File: config.mk
export PLATFORM = sky130hd
export DESIGN_NAME = mic_row
export DESIGN_NICKNAME = d
export VERILOG_FILES = /design/src/rtl/mic_pkg.sv /design/src/rtl/mic_row.sv
export SDC_FILE = /design/constraint.sdc
export NUM_CORES = 2
export LEC_CHECK = 0
export BUFFER_PORTS_ARGS = -buffer_cell sky130_fd_sc_hd__buf_2
export CORE_MARGIN = 1.5
export CORE_UTILIZATION = 23
export CTS_CLUSTER_SIZE = 16
export DETAILED_ROUTE_END_ITERATION = 8
export HOLD_SLACK_MARGIN = 0.12
export MAX_ROUTING_LAYER = met4
export PLACE_DENSITY_LB_ADDON = 0.15
export SYNTH_ARGS = -nofsm -noshare
export SYNTH_HDL_FRONTEND = slang
export SYNTH_SLANG_ARGS = --single-unit
File: constraint.sdc
create_clock -name clk_i -period 14 [get_ports clk_i]
set_input_delay 1.4 -clock clk_i [delete_from_list [all_inputs] [get_ports clk_i]]
set_output_delay 1.4 -clock clk_i [all_outputs]
set_load 0.05 [all_outputs]
File: src/rtl/mic_pkg.sv
// ----------------------------------------------------------------------------
// mic_pkg: shared types and constants for the magnetometer calibration block
// Field widths, coefficient packing, register indexes and stage enables.
// ----------------------------------------------------------------------------
package mic_pkg;

  // Raw sample and offset width
  localparam int RAW_W      = 16;
  // Offset-corrected count width
  localparam int DIFF_W     = RAW_W + 1;
  // One soft-iron coefficient, and one packed row of three
  localparam int COEFF_W    = 18;
  localparam int ROW_W      = 3 * COEFF_W;
  // Single product and three-term row sum
  localparam int PROD_W     = COEFF_W + DIFF_W;
  localparam int SUM_W      = PROD_W + 2;
  // Calibrated field and temperature result widths
  localparam int CUT_W      = 32;
  localparam int TEMP_W     = 17;
  // 0.15 uT per count expressed in 0.01 uT units
  localparam int LSB_SCALE  = 15;
  // 25 C expressed in eighths of a degree
  localparam int TEMP_BIAS  = 200;
  // Register index width on the configuration port
  localparam int CFG_IDX_W  = 3;

  typedef logic signed [DIFF_W-1:0] diff_t;

  typedef enum logic [CFG_IDX_W-1:0] {
    REG_OFFSET_X    = 3'd0,
    REG_OFFSET_Y    = 3'd1,
    REG_OFFSET_Z    = 3'd2,
    REG_MATRIX_ROW0 = 3'd3,
    REG_MATRIX_ROW1 = 3'd4,
    REG_MATRIX_ROW2 = 3'd5
  } reg_idx_e;

  // Load enables for the product, sum and output stages
  typedef struct packed {
    logic prod;
    logic sum;
    logic out;
  } stage_en_t;

endpackage

File: src/rtl/mic_row.sv
// ----------------------------------------------------------------------------
// mic_row: one soft-iron matrix row
// Multiplies three corrected counts by one coefficient row, sums, rounds,
// scales by the LSB factor and saturates. Three register stages.
// ----------------------------------------------------------------------------
module mic_row #(
  parameter int FRAC_BITS = 14
) (
  input  logic                          clk_i,
  input  mic_pkg::stage_en_t            en_i,
  input  mic_pkg::diff_t                diff_i [3],
  input  logic [mic_pkg::ROW_W-1:0]     row_i,
  output logic signed [mic_pkg::CUT_W-1:0] cut_o
);
  import mic_pkg::*;

  localparam int CNT_W = SUM_W - FRAC_BITS;
  localparam int SCL_W = (CNT_W + 4 > CUT_W + 1) ? CNT_W + 4 : CUT_W + 1;
  localparam logic signed [SUM_W-1:0] RND = SUM_W'(1) << (FRAC_BITS - 1);
  localparam logic signed [SCL_W-1:0] SAT_HI = SCL_W'(33'sh0_7FFF_FFFF);
  localparam logic signed [SCL_W-1:0] SAT_LO = SCL_W'(33'sh1_8000_0000);

  logic signed [PROD_W-1:0] prod_d [3];
  logic signed [PROD_W-1:0] prod_q [3];
  logic signed [SUM_W-1:0]  sum_d, sum_q;
  logic signed [CNT_W-1:0]  cnt;
  logic signed [SCL_W-1:0]  scaled;
  logic signed [CUT_W-1:0]  cut_d, cut_q;

  // Multiply each corrected count by its coefficient
  always_comb begin
    for (int c = 0; c < 3; c++) begin
      prod_d[c] = $signed(row_i[c*COEFF_W +: COEFF_W]) * diff_i[c];
    end
  end

  // Sum the row and add the rounding half
  assign sum_d = SUM_W'(prod_q[0]) + SUM_W'(prod_q[1]) + SUM_W'(prod_q[2]) + RND;

  // Drop the fraction, times fifteen as sixteen minus one, clamp
  assign cnt    = sum_q[SUM_W-1:FRAC_BITS];
  assign scaled = (SCL_W'(cnt) <<< 4) - SCL_W'(cnt);

  always_comb begin
    priority if (scaled > SAT_HI) begin
      cut_d = SAT_HI[CUT_W-1:0];
    end else if (scaled < SAT_LO) begin
      cut_d = SAT_LO[CUT_W-1:0];
    end else begin
      cut_d = scaled[CUT_W-1:0];
    end
  end

  // Advance payload on each stage's load enable
  always_ff @(posedge clk_i) begin
    if (en_i.prod) begin
      prod_q <= prod_d;
    end
    if (en_i.sum) begin
      sum_q <= sum_d;
    end
    if (en_i.out) begin
      cut_q <= cut_d;
    end
  end

  assign cut_o = cut_q;

endmodule

==> impl_results.md <==
* Crit path DAT at between 7 and 8 ns
* Slowest Stage Delay on Critical Path at 0.87 ns
* Nets at approximately 5700
* Non-filler instance count after layout at between 6000 and 7000
* Initial Utilization at between 20% and 30%
* Total core area at 182900 um2
* Site row count at approximately 160
* CP endpoint kind: flop
* Clock slew at reported path FFs at ~0.08 ns
* Worst-margin pin slew at ~0.96 ns
* Ys flop type: edfxtp_1
* Post-CTS setup buffer count at 0
* Min-Delay Endpoint: cut_o[0]
* Clk_lat worst skew at approximately 0.45 ns
* Grt ovf at 0
* Relative slew margins at about 36%
* Pin count of the biggest net entering global routing at 72
* Post-detail-place hpwl at approximately 96000 um
* Reg-to-reg startpoint: prod_q[82]
* Pre-CTS setup slack at between 5 and 6 ns
* Mapped Cells at around 4200
* DRC Markers at 0
* Internal reg-to-reg setup slack at 9.41 ns
* Area of the die at around 190000 um2
* HP Start: sum_q[14]
* Clock sink count at 157
* Total Routed Length at between 100000 and 150000 um
* Hold Crit Class: flop to flop
* XOR/XNOR share of the synthesized area at under 10%
* 1st-iter DRT viols at approximately 1000
* Period minus WS final at between 7 and 8 ns
* Synth Register Bits at 157
* Post-Synth Adder-Cell Area at around 56%
* Final worst-path cycle share at a little over half
* Initial antenna violation count at 4
* Reg2Reg Depth at 13
* Cell mode on critical path: fa_1
* Unrepaired setup endpoints after global routing: no
* Antenna viol nets, final at 0
* Compound-Gate Fraction of Synth Area at under 10%
* Synth top area cells: fa_1 46%, edfxtp_1 11%, ha_1 10%
* Clock Skews at between 0.015 and 0.02 ns
* Cell total after placement at between 6000 and 7000
* Number of global-route vias before repair at between 30000 and 40000
* Async SR Flop Fraction at 0%
* CP required at about 14 ns
* Kind of critical path: input port to flop
* Worst R2R End: sum_q[36]
* Post-synth top area share at between 40% and 50%
* Post-cts repair resize count at 0
* Hold Path Stages at 0
* CP startpoint kind: input port
* Routed vias/inst at approximately 4.1
* Crit path from: diff_i[2]
* Crit path cell chain: buf_2 -> nand2_1 -> inv_1 -> fa_1 -> fa_1 -> fa_1 -> fa_1 -> fa_1 -> inv_1 -> fa_1 -> inv_1 -> ha_1 -> nand4_1 -> or2_2 -> nor4b_1 -> o2111ai_1 -> nand3b_1 -> a211o_1 -> a21oi_1 -> xnor2_1
* Synth Net Count at between 5000 and 6000
* Simple-gate area share of the yosys netlist at between 10% and 20%
* Largest family of logic cells by synthesized area: adder cells
* Drt first pass iters at 5
* Port Buffer Count at 140
* RD Place Congestion at about 0.77
* Max_cap viols at 0
* Sequential fraction of the synthesis area at 11.15%
* I/O pin count at 141
* Synth unique cells at 83
* Cts bufs inserted at 17
* Final setup fails at 0
* Mux share of post-synthesis cell area at 0%
* Synthesis Warnings at 0
* Final core utilization at about a quarter
* Max Clock Freq at 131.4 MHz
* GRT Overall Usage at 12.92%
* Root Buffer: clkbuf_16
* Fin. Hold Viols at 0
* Slew Limit Fails at 0
* Layout cells sized above 1 at 4.970%
* CP bufs+invs at 4
* Dominant cell type by area after synthesis: fa_1
* Die H at roughly 430 um
* Die width at 431.7 um
* Critical path peak fanout at 18
* CTS tree: done
* Htree depth at 4
* Outcome: finished, final reports clean
* Area Growth Syn to Fin at 9.244%
* Routed len/inst at approximately 17 um
* Global-route wire length before repair at between 150000 and 200000 um
* Max clock buf depth at 2
* Vias at 27346
* Worst-path cell with the longest stage delay: fa_1
* Post-synth EDFFs at approximately 160
* Post-cts hold buffer count at 0
* Setup ws final at ~6.4 ns
* Setup tns final at 0 ns
* Delay-heaviest family, CP: adder cells
* Synthesized area at between 40000 and 50000 um2
* Syn avg cell area at between 9 and 10 um2
[Yosys cell counts, drive strengths merged (4+ instances only)]
cell	count
xor2	35
inv	996
nand2	453
o311ai	4
a21oi	115
ha	352
nor2b	9
xnor2	117
and3	14
o211ai	7
a31oi	6
nand3	26
a221oi	6
fa	967
o21bai	15
nand4	13
o2111ai	6
or2	7
o31a	5
a21boi	4
nand2b	27
a21o	63
nor3	16
clkbuf	125
edfxtp	157
o21a	18
buf	6
and2	465
nor2	99
a211oi	15
o21ai	51
[through the flow]
| stage | area [um2] | hold WS, ns |
|---|---|---|
| 2_1_floorplan | 42270 | 0.5909 |
| 3_3_place_gp | 45560 | 0.6189 |
| 3_5_place_dp | 45560 | 0.6172 |
| 4_1_cts | 46170 | 0.6421 |
| 5_1_grt | 46170 | 0.6666 |
| 6_report | 46180 | 0.6322 |
[layer usage]
metal	track usage (%)	wire [um]	up-vias
met5	-	0	-
met4	1.143	707	0
met3	0.7049	1210	45
met2	22.06	55900	202
met1	17.53	54190	14296
li1	-	-	12803
[flip-flops by register name, indices dropped and copies added (netlist names)]
name	cells
cut_o	29
sum_q	23
prod_q	105
[cells in the final DEF (no fill, tap or decap), types with 6 or more instances in the layout]
cell type / instances
o21a_1: 18
nand2b_1: 27
clkinv_8: 6
clkbuf_16: 17
nor2b_1: 8
inv_1: 995
a211oi_1: 9
edfxtp_1: 157
and2_1: 465
xnor2_1: 117
nand2_1: 453
xor2_1: 35
ha_1: 352
o21ai_1: 14
a21o_1: 63
and3_1: 14
nand4_1: 13
buf_2: 139
a21oi_1: 110
fa_1: 967
nand3_1: 25
nor2_1: 99
nor3_1: 16
o21bai_1: 13
o21ai_0: 35
[layout make-up]
cell class / instances / area, um2
Tap cell: 2464 / 3083
Antenna cell: 2 / 5.005
Clock buffer: 17 / 425.4
Timing Repair Buffer: 141 / 710.7
Clock inverter: 15 / 186.4
Sequential cell: 157 / 4715
Fill cell: 19663 / 136700
Inverter: 996 / 3739
Multi-Input combinational cell: 2960 / 33310
[logic make-up after synthesis]
group / Yosys count
adders and majority gates: 1319
and+or+nand+nor: 1146
buffers and inverters: 1127
AOI/OAI and AO/OA: 343
DFF: 157
xor gates and xnor gates: 152
[how the worst max path moves through the flow]
stage                            end  depth (start not counted)
after global routing      prod_q[34]                         20
after detailed placement  prod_q[34]                         20
after global placement    prod_q[34]                         20
after CTS                 prod_q[34]                         20
final                     prod_q[34]                         20
after floorplan           prod_q[34]                         21
[worst register-to-register path, cell delays in order, from the launching register on]
cell      delay, ns
edfxtp_1       0.52
fa_1           0.44
fa_1           0.40
ha_1           0.42
a211oi_2       0.10
o21ai_1        0.29
nand2_1        0.11
a221oi_2       0.49
o211ai_2       0.15
a21oi_1        0.37
nor4_4         0.11
a21oi_1        0.29
a21oi_1        0.13
xor2_1         0.47
Power is not shown: default switching activity piles up to over one toggle a cycle in this logic, so the estimate is an artifact.
